$ cat src/rtl/core/bole_pkg.sv
`default_nettype none
// ----------------------------------------------------------------------------
// bole_pkg
// Shared constants and codes for the ordered list engine.
// ----------------------------------------------------------------------------
package bole_pkg;

    localparam int CAPACITY = 16;
    localparam int IDX_W    = 4;
    localparam int CNT_W    = 5;
    localparam int POS_W    = 8;
    localparam int DATA_W   = 32;

    typedef enum logic [2:0] {
        CMD_INS_FRONT = 3'd0,
        CMD_INS_END   = 3'd1,
        CMD_INS_POS   = 3'd2,
        CMD_DEL_FRONT = 3'd3,
        CMD_DEL_END   = 3'd4,
        CMD_DEL_POS   = 3'd5,
        CMD_SEARCH    = 3'd6
    } cmd_t;

    typedef enum logic [2:0] {
        ST_OK       = 3'd0,
        ST_EMPTY    = 3'd1,
        ST_FULL     = 3'd2,
        ST_BADPOS   = 3'd3,
        ST_NOTFOUND = 3'd4
    } status_t;

endpackage

`default_nettype wire

$ cat src/rtl/core/bole_ram.sv
`default_nettype none
// ----------------------------------------------------------------------------
// bole_ram
// Generic simple dual-port RAM, one write port, registered read.
// ----------------------------------------------------------------------------
module bole_ram #(
    parameter int WIDTH = 32,
    parameter int DEPTH = 16
) (
    input  wire logic                     clk,
    input  wire logic                     we,
    input  wire logic [$clog2(DEPTH)-1:0] wr_addr,
    input  wire logic [WIDTH-1:0]         wr_data,
    input  wire logic [$clog2(DEPTH)-1:0] rd_addr,
    output logic      [WIDTH-1:0]         rd_data
);

    logic [WIDTH-1:0] mem [DEPTH];

    always_ff @(posedge clk)
    begin
        if (we)
        begin
            mem[wr_addr] <= wr_data;
        end
        rd_data <= mem[rd_addr];
    end

endmodule

`default_nettype wire

$ cat src/rtl/core/bounded_ordered_list_engine.sv
`default_nettype none
// ----------------------------------------------------------------------------
// bounded_ordered_list_engine
// Ordered list of up to CAPACITY signed values kept in one RAM.
// ----------------------------------------------------------------------------
// One command at a time. Appends, deletes of the last element, rejected and
// unused commands show their result in the cycle after they are accepted.
// An insert elsewhere moves every element from the position to the end
// up by one entry, one RAM read and write per cycle, then writes the new
// value. A delete elsewhere moves every element behind the position down
// by one entry. A search reads one entry per cycle until the first match
// or the last entry. The single RAM port pair sets this pace. A result
// stays until it is read, and the next command is taken from the cycle
// after that.
module bounded_ordered_list_engine
    import bole_pkg::*;
(
    input  wire logic               clk,
    input  wire logic               rst_n,
    input  wire logic               in_valid,
    output logic                    in_ready,
    input  wire logic [2:0]         cmd,
    input  wire logic [POS_W-1:0]   position,
    input  wire logic signed [31:0] value,
    output logic                    out_valid,
    input  wire logic               out_ready,
    output logic [2:0]              status,
    output logic [CNT_W-1:0]        found_position,
    output logic [CNT_W-1:0]        length
);

    typedef enum logic [2:0] {S_IDLE, S_UP, S_PUT, S_DOWN, S_SEARCH} state_t;

    state_t              state_reg;
    logic [CNT_W-1:0]    count_reg;
    logic [IDX_W-1:0]    ptr_reg;
    logic [IDX_W-1:0]    idx_reg;
    logic [DATA_W-1:0]   val_reg;
    logic                out_valid_reg;
    status_t             status_reg;
    logic [CNT_W-1:0]    found_reg;

    logic                accept;
    logic                we;
    logic [IDX_W-1:0]    wr_addr;
    logic [DATA_W-1:0]   wr_data;
    logic [IDX_W-1:0]    rd_addr;
    logic [DATA_W-1:0]   rd_data;

    logic                full;
    logic                empty;
    logic [POS_W-1:0]    pos_m1;
    logic                ins_pos_ok;
    logic                del_pos_ok;
    logic [CNT_W-1:0]    ins_idx;
    logic [CNT_W-1:0]    del_idx;
    logic [CNT_W-1:0]    last;
    logic                ptr_last;

    assign in_ready       = (state_reg == S_IDLE) && !out_valid_reg;
    assign accept         = in_valid && in_ready;
    assign out_valid      = out_valid_reg;
    assign status         = status_reg;
    assign found_position = found_reg;
    assign length         = count_reg;

    assign full       = (count_reg == CNT_W'(CAPACITY));
    assign empty      = (count_reg == '0);
    assign pos_m1     = position - POS_W'(1);
    assign ins_pos_ok = (position != '0) && (pos_m1 <= POS_W'(count_reg));
    assign del_pos_ok = (position != '0) && (position <= POS_W'(count_reg));
    assign last       = count_reg - CNT_W'(1);
    assign ptr_last   = (CNT_W'(ptr_reg) == last);

    always_comb
    begin
        case (cmd)
            CMD_INS_FRONT: ins_idx = '0;
            CMD_INS_END:   ins_idx = count_reg;
            default:       ins_idx = pos_m1[CNT_W-1:0];
        endcase
        case (cmd)
            CMD_DEL_FRONT: del_idx = '0;
            CMD_DEL_END:   del_idx = last;
            default:       del_idx = pos_m1[CNT_W-1:0];
        endcase
    end

    always_comb
    begin
        we      = 1'b0;
        wr_addr = ptr_reg;
        wr_data = rd_data;
        rd_addr = '0;
        case (state_reg)
            S_IDLE:
            begin
                if (accept)
                begin
                    if (cmd inside {CMD_INS_FRONT, CMD_INS_END, CMD_INS_POS})
                    begin
                        if (ins_idx == count_reg)
                        begin
                            we      = !full && (cmd != CMD_INS_POS || ins_pos_ok);
                            wr_addr = ins_idx[IDX_W-1:0];
                            wr_data = value;
                        end
                        rd_addr = last[IDX_W-1:0];
                    end
                    else if (cmd inside {CMD_DEL_FRONT, CMD_DEL_END, CMD_DEL_POS})
                    begin
                        rd_addr = del_idx[IDX_W-1:0] + IDX_W'(1);
                    end
                end
            end
            S_UP:
            begin
                we      = 1'b1;
                wr_addr = ptr_reg + IDX_W'(1);
                rd_addr = ptr_reg - IDX_W'(1);
            end
            S_PUT:
            begin
                we      = 1'b1;
                wr_addr = idx_reg;
                wr_data = val_reg;
            end
            S_DOWN:
            begin
                we      = 1'b1;
                wr_addr = ptr_reg - IDX_W'(1);
                rd_addr = ptr_reg + IDX_W'(1);
            end
            S_SEARCH:
            begin
                rd_addr = ptr_reg + IDX_W'(1);
            end
            default:
            begin
                we = 1'b0;
            end
        endcase
    end

    bole_ram #(
        .WIDTH (DATA_W),
        .DEPTH (CAPACITY)
    ) u_store (
        .clk     (clk),
        .we      (we),
        .wr_addr (wr_addr),
        .wr_data (wr_data),
        .rd_addr (rd_addr),
        .rd_data (rd_data)
    );

    always_ff @(posedge clk or negedge rst_n)
    begin
        if (!rst_n)
        begin
            state_reg     <= S_IDLE;
            count_reg     <= '0;
            ptr_reg       <= '0;
            idx_reg       <= '0;
            val_reg       <= '0;
            out_valid_reg <= 1'b0;
            status_reg    <= ST_OK;
            found_reg     <= '0;
        end
        else
        begin
            if (out_valid_reg && out_ready)
            begin
                out_valid_reg <= 1'b0;
            end
            case (state_reg)
                S_IDLE:
                begin
                    if (accept)
                    begin
                        found_reg <= '0;
                        status_reg <= ST_OK;
                        out_valid_reg <= 1'b1;
                        val_reg <= value;
                        if (cmd inside {CMD_INS_FRONT, CMD_INS_END, CMD_INS_POS})
                        begin
                            if (full)
                            begin
                                status_reg <= ST_FULL;
                            end
                            else if (cmd == CMD_INS_POS && !ins_pos_ok)
                            begin
                                status_reg <= ST_BADPOS;
                            end
                            else if (ins_idx == count_reg)
                            begin
                                count_reg <= count_reg + CNT_W'(1);
                            end
                            else
                            begin
                                out_valid_reg <= 1'b0;
                                ptr_reg   <= last[IDX_W-1:0];
                                idx_reg   <= ins_idx[IDX_W-1:0];
                                state_reg <= S_UP;
                            end
                        end
                        else if (cmd inside {CMD_DEL_FRONT, CMD_DEL_END, CMD_DEL_POS})
                        begin
                            if (empty)
                            begin
                                status_reg <= ST_EMPTY;
                            end
                            else if (cmd == CMD_DEL_POS && !del_pos_ok)
                            begin
                                status_reg <= ST_BADPOS;
                            end
                            else if (del_idx == last)
                            begin
                                count_reg <= last;
                            end
                            else
                            begin
                                out_valid_reg <= 1'b0;
                                ptr_reg   <= del_idx[IDX_W-1:0] + IDX_W'(1);
                                state_reg <= S_DOWN;
                            end
                        end
                        else if (cmd == CMD_SEARCH)
                        begin
                            if (empty)
                            begin
                                status_reg <= ST_EMPTY;
                            end
                            else
                            begin
                                out_valid_reg <= 1'b0;
                                ptr_reg   <= '0;
                                state_reg <= S_SEARCH;
                            end
                        end
                    end
                end
                S_UP:
                begin
                    if (ptr_reg == idx_reg)
                    begin
                        state_reg <= S_PUT;
                    end
                    else
                    begin
                        ptr_reg <= ptr_reg - IDX_W'(1);
                    end
                end
                S_PUT:
                begin
                    count_reg     <= count_reg + CNT_W'(1);
                    out_valid_reg <= 1'b1;
                    state_reg     <= S_IDLE;
                end
                S_DOWN:
                begin
                    if (ptr_last)
                    begin
                        count_reg     <= last;
                        out_valid_reg <= 1'b1;
                        state_reg     <= S_IDLE;
                    end
                    else
                    begin
                        ptr_reg <= ptr_reg + IDX_W'(1);
                    end
                end
                S_SEARCH:
                begin
                    if (rd_data == val_reg)
                    begin
                        found_reg     <= CNT_W'(ptr_reg) + CNT_W'(1);
                        out_valid_reg <= 1'b1;
                        state_reg     <= S_IDLE;
                    end
                    else if (ptr_last)
                    begin
                        status_reg    <= ST_NOTFOUND;
                        out_valid_reg <= 1'b1;
                        state_reg     <= S_IDLE;
                    end
                    else
                    begin
                        ptr_reg <= ptr_reg + IDX_W'(1);
                    end
                end
                default:
                begin
                    state_reg <= S_IDLE;
                end
            endcase
        end
    end

`ifndef SYNTHESIS
    a_count_bound: assert property (@(posedge clk) disable iff (!rst_n)
        count_reg <= CNT_W'(CAPACITY))
        else $error("element count above capacity");
    a_found_ok: assert property (@(posedge clk) disable iff (!rst_n)
        out_valid_reg && found_reg != '0 |-> status_reg == ST_OK)
        else $error("match position without ok status");
    a_busy_no_out: assert property (@(posedge clk) disable iff (!rst_n)
        state_reg != S_IDLE |-> !out_valid_reg)
        else $error("result shown while command in progress");
    a_count_step: assert property (@(posedge clk) disable iff (!rst_n)
        !$stable(count_reg) |-> $rose(out_valid_reg))
        else $error("count changed without a result");
`endif

endmodule

`default_nettype wire
$ cat config.mk
export PLATFORM = sky130hd
export DESIGN_NAME = bounded_ordered_list_engine
export DESIGN_NICKNAME = d
export VERILOG_FILES = /design/src/rtl/core/bole_pkg.sv /design/src/rtl/core/bole_ram.sv /design/src/rtl/core/bounded_ordered_list_engine.sv
export SDC_FILE = /design/constraint.sdc
export NUM_CORES = 1
export LEC_CHECK = 0
export ABC_CLOCK_PERIOD_IN_PS = 12260
export BUFFER_PORTS_ARGS = -buffer_cell sky130_fd_sc_hd__buf_2
export CAP_MARGIN = 15
export CORE_MARGIN = 2
export CORE_UTILIZATION = 65
export CTS_CLUSTER_SIZE = 8
export DETAILED_ROUTE_END_ITERATION = 8
export PLACE_DENSITY_LB_ADDON = 0.25
export SYNTH_ARGS = -nofsm -noshare
export SYNTH_HDL_FRONTEND = slang
export SYNTH_SLANG_ARGS = --single-unit
export TNS_END_PERCENT = 100
$ cat constraint.sdc
create_clock -name clk -period 12.26 [get_ports clk]
set_input_delay 2.452 -clock clk [delete_from_list [all_inputs] [get_ports clk]]
set_output_delay 2.452 -clock clk [all_outputs]
set_load 0.01 [all_outputs]
Word-level counts from Yosys, hierarchy flattened --
Memory sizes are Yosys's and may differ from the RTL's. A register that Yosys moved wholly into a read port is not among the register bits. Cells that the tools add are included.
Cells by class: multipliers 0, equal/unequal tests 37, $lt $le $gt $ge 2, multiplexer cells 91, div/mod/pow operators 0, bitwise gates (word level) 3, add/subtract/negate cells 7, reductions and logical operators 31, shift operators 0
Operators by type and width (number):
- $mux W32 | 3
- $mux W4 | 20
- $pmux W32 S2 | 1
- $mux W5 | 12
- $mux W3 | 19
- $eq A32 B32 Y1 | 1
- $pmux W4 S4 | 2
- $pmux W5 S2 | 3
- $mux W1 | 21
- $reduce_and A10 Y1 | 2
- $le A8 B5 Y1 | 2
- $ne A4 B4 Y1 const B | 4
- $pmux W5 S3 | 1
- $ne A2 B2 Y1 const B | 7
- $eq A3 B2 Y1 const B | 4
- $eq A3 B3 Y1 const B | 4
- $ne A3 B3 Y1 const B | 4
- $pmux W3 S4 | 1
- $pmux W4 S3 | 1
- $reduce_and A12 Y1 | 1
- $eq A5 B5 Y1 | 2
- $ne A3 B2 Y1 const B | 3
- $reduce_bool A3 Y1 | 3
- $add A4 B1 Y4 const B | 2
- 30 further kinds | 48
Storage, ports and cells: word-level logic and storage cells 180, flip-flop bits (word level) 57, bits in writable memories 512, memories kept 1, bits of input ports 47, latch bits 0, bits in read-only memories 0
Memory list:
- u_store.mem | depth 16, bits a word 32, rd ports 1, clocked after memory_dff 1, wr ports 1, RTL line bole_ram.sv:18 | logic [WIDTH-1:0] mem [DEPTH];

Depth between registers and ports, before layout --
depth after elaboration 11, depth in mapped cells 16, mapped depth without buffers 13

Modules after synthesis --
Synthesis repeated with hierarchy kept, for this count alone.
Unflattened totals: cell total of the unflattened synthesis 1561, area, all modules 25137.9 um^2
By module, submodules not included:
- bole_ram | cells an instance 838, area an instance 19835.3 um^2, times used 1
- bounded_ordered_list_engine | cells an instance 723, area an instance 5302.6 um^2, times used 1

Least setup slack after synthesis --
OpenSTA, ideal clock, no wires.
kind input to register, from input position[0], to memory u_store.mem[6][0], enable pin, data required time 11.799 ns, stages on the path 14, slack 4.491 ns, library setup time 0.461 ns, buffers on the path 1, data arrival time 7.308 ns, path through buf_2 inv_1 ha_1 nor3b_1 xnor2_1 ha_1 o21a_1 o22ai_1 a21oi_1 o311ai_1 nand3_1 a21oi_2 nand2_1 nor3_1
On the way: cells in the longest elaborated chain, start to end 11, elaborated cells on any way between the ends 18, classes of those cells add/sub: 1; order compare: 1; eq/ne: 1; mux: 11; reduce/logical: 4
Ends and longest elaborated chain:
- start: declaration | RTL line bounded_ordered_list_engine.sv:23 | input wire logic [POS_W-1:0] position,
- $sub A8 B1 Y8 | RTL line bounded_ordered_list_engine.sv:69 | assign pos_m1 = position - POS_W'(1);
- $le A8 B5 Y1 | RTL line bounded_ordered_list_engine.sv:70 | assign ins_pos_ok = (position != '0) && (pos_m1 <= POS_W'(count_reg));
- $logic_and A1 B1 Y1 | RTL line bounded_ordered_list_engine.sv:70
- $logic_or A1 B1 Y1 | RTL line bounded_ordered_list_engine.sv:104 | we = !full && (cmd != CMD_INS_POS || ins_pos_ok);
- $logic_and A1 B1 Y1 | RTL line bounded_ordered_list_engine.sv:104
- $mux W1 | RTL line bounded_ordered_list_engine.sv:102 | if (ins_idx == count_reg)
- $mux W1 | RTL line bounded_ordered_list_engine.sv:100 | if (cmd inside {CMD_INS_FRONT, CMD_INS_END, CMD_INS_POS})
- $mux W1 | RTL line bounded_ordered_list_engine.sv:98 | if (accept)
- $pmux W1 S2 | RTL line bounded_ordered_list_engine.sv:95 | case (state_reg)
- $mux W1 | RTL line bole_ram.sv:22 | if (we)
- $mux W1 (implied by the code) | RTL line bole_ram.sv:24 | mem[wr_addr] <= wr_data;
- end: declaration | RTL line bole_ram.sv:18
Several ways; a longest one is shown, not always the timed one.

Final worst setup path --
from input position[0], to memory u_store.mem[10][0], enable pin
Same word-level chain as after synthesis.

==> metrics.txt <==
Post-synth EDFFs between 500 and 600; CP most frequent cell buf_4; first-pass GRT wire length 97,600 um; worst path cell trace buf_2 -> inv_1 -> ha_1 -> xor3_1 -> or4_4 -> o32ai_4 -> and3_2 -> buf_4 -> mux2i_1 -> a21oi_2 -> nand3b_1 -> nor2_4 -> buf_4; clk slew on worst S/H paths 0.05 ns; startpoint types primary input; hold buffer count at CTS 0; Cell Int Power between 0.005 and 0.006 W; antenna violations before repair 0; Post-CTS Resized 0; area of the multi-input gates 7870 sq um; Required @ worst endpoint 12.53 ns; Worst setup EP type flop; Slew HR around a fifth; post-synthesis cell type count 71; Critical path origin position[0]; core area 38,800 sq um; CTS H-Tree Depth 3; sw frac 37.8%; Hold WS 0.474 ns; Initial Util 66.2%; GRT Overall Usage about a third; cell taking the most area after synthesis edfxtp_1; Clk pwr share 23.6%; syn avg cell area between 10 and 15 sq um; setup TNS 0 ns; vias post-DR 16,500; Synth Register Bits 601; # setup viols final 0; final period utilization a little under three fifths; total grt overflow 0; RePlAce Congestion about 0.9; Setup Buffers After CTS 0; n_diodes 0; max reg flops 512; PwrDens roughly 310 nW/um^2; worst ir drop on vdd 0.000219 V; Root Buffer clkbuf_16; Critical Path Max Stage Delay 0.62 ns; row count 72; Crit Path Max Fanout 33; Routed WL about 65,000 um; WS Path Type in -> reg; Fillers 2,248; Iter 0 DRT Violations 1,844; Remaining DRCs 0; Mapped Area about 26,000 sq um; Sequential Power Share a little over a third; count leader, synth edfxtp_1; # nets final 1,964; fin. max-slew vios 0; Peak Freq 0.143 GHz; DIE WIDTH 203 um; die area 41,200 sq um; critical path's slowest cell nor2_4; Switch Pwr 0.00348 W; Mapped Nets 1,866; die span in y roughly 200 um; vias in the first global route 16,500; Port Buffers between 60 and 70; ys flop type edfxtp_1; largest net degree at the start of global routing 92; Power Total around 0.009 W; YS warnings 0; worst r2r src length[0]$_DFFE_PN0P_; Mapped Cells 1,802; Wirelength per Cell 25.9 um; post-route ant nets 0; Seq. cell area 17,400 sq um; WP data arrival about 7.2 ns; routed vias/inst 6.63; hpwl dp 36,600 um; fin crit period 6.97 ns; drt first pass iters 5; sequential-to-total area share from yosys stat 67.8%; Clock Sinks 601; maxcap violations 0; status finished clean; Comb pwr share 40.1%; Num CTS Buffers 85; Hold WC Path Type reg -> reg; Syn-to-layout area delta 13.9%; maximum root-to-sink buffer count 3; CTS tree built; Skew-Pair Late Insertion Delay 0.61 ns; Leakage 10.6 nW; share of Yosys cell area claimed by the top area cell type 59.8%; synth top area cells edfxtp_1 (60%), mux4_2 (5.6%), dfrtp_1 (5.5%); clock skew between 0.02 and 0.025 ns; share of layout cells above drive strength 1 between 10% and 20%; Slew @ Worst Pin between 1 and 1.5 ns; commonest cells in the netlist edfxtp_1 (512), nand2_1 (265), a21oi_1 (192); RSZ-0062 raised after global routing false; min-delay src status[0]$_DFFE_PN0P_; fraction of registers with async set/reset 9.48%; IO Pins 62; Final Hold Fails 0
-- final timing paths --
| check | slack, ns | cells past startpoint | to |
|---|---|---|---|
| max | 5.29 | 13 | u_store.mem[10][0]$_DFFE_PP_ |
| min | 0.47 | 2 | status[0]$_DFFE_PN0P_ |
| max reg2reg | 7.11 | 12 | u_store.rd_data[28]$_DFF_P_ |
| min reg2reg | 0.47 | 2 | status[0]$_DFFE_PN0P_ |
| max in group asynchronous | 9.59 | 2 | val_reg[22]$_DFFE_PN0P_ |
| min in group asynchronous | 2.05 | 2 | length[4]$_DFFE_PN0P_ |
-- per-layer routing --
metal / share of wire [%] / up-vias / track usage (%)
li1: - / 7109 / -
met1: 39 / 8266 / 43.5
met2: 49 / 944 / 51.6
met3: 8.4 / 163 / 4.82
met4: 3.7 / 0 / 13.5
met5: 0 / - / 0
-- cell type report --
type | instances | area share (%)
clock buffers | 151 | 8.36
clock inverters | 5 | 0.171
inverters | 23 | 0.295
multi-input cells | 1068 | 26.9
flip-flops and latches | 601 | 59.5
well taps | 518 | 2.21
repair buffers | 121 | 2.58
-- stage by stage --
step | utilization (%) | area (sq um) | setup slack, ns | cells
6_report | 75.5 | 29300 | 5.29 | 2487
3_5_place_dp | 68.7 | 26700 | 4.76 | 2315
3_3_place_gp | 68.7 | 26700 | 4.95 | 2315
5_1_grt | 75.5 | 29300 | 5.13 | 2487
2_1_floorplan | - | 25700 | 4.49 | 1802
4_1_cts | 75.2 | 29200 | 5.39 | 2471
-- worst max-delay path: cells and delay by family --
| kind | cells | cell delay (ns) |
|---|---|---|
| AND/OR/NAND/NOR | 4 | 1.62 |
| buffers and inverters | 4 | 1.29 |
| AO/OA/AOI/OAI | 2 | 0.93 |
| XOR/XNOR | 1 | 0.43 |
| adder cells (fa/ha/maj) | 1 | 0.25 |
| multiplexers | 1 | 0.22 |
-- cells by family after synthesis --
group	after synthesis	synth area share, %
DFF	601	67.8
muxes	204	11.1
buffers and inverters	133	2.15
adders and majority gates	17	0.827
and+or+nand+nor	411	6.91
AOI/OAI and AO/OA	375	8.94
xor gates and xnor gates	61	2.30
-- power by group through the flow --
stage	Sequential (W)	Clock (W)	Combinational, W
floorplan	0.00327	0	0.00253
global placement	0.00334	0	0.00342
detailed placement	0.00337	0	0.00354
CTS	0.00334	0.00219	0.00359
global route	0.00337	0.00227	0.00397
finish	0.00334	0.00217	0.00369
-- layout by cell type, fill, tap and decap left out, types with 7 or more instances in the layout --
cell type and count:
dfxtp_1 32, a21oi_1 191, nor4_1 10, nor3_1 19, buf_4 60, dfrtp_1 57, o22ai_1 39, buf_2 61
xnor2_1 16, clkbuf_1 62, nor3_2 14, xor2_1 41, nor2_1 42, mux4_2 64, inv_1 21, ha_1 17
edfxtp_1 512, nand2_1 264, a31oi_1 7, o21ai_0 20, nand4_1 7, clkbuf_16 88, nand3_1 12, mux2i_1 136
a22oi_1 66
No activity file was read; power rests on OpenSTA's default activity.
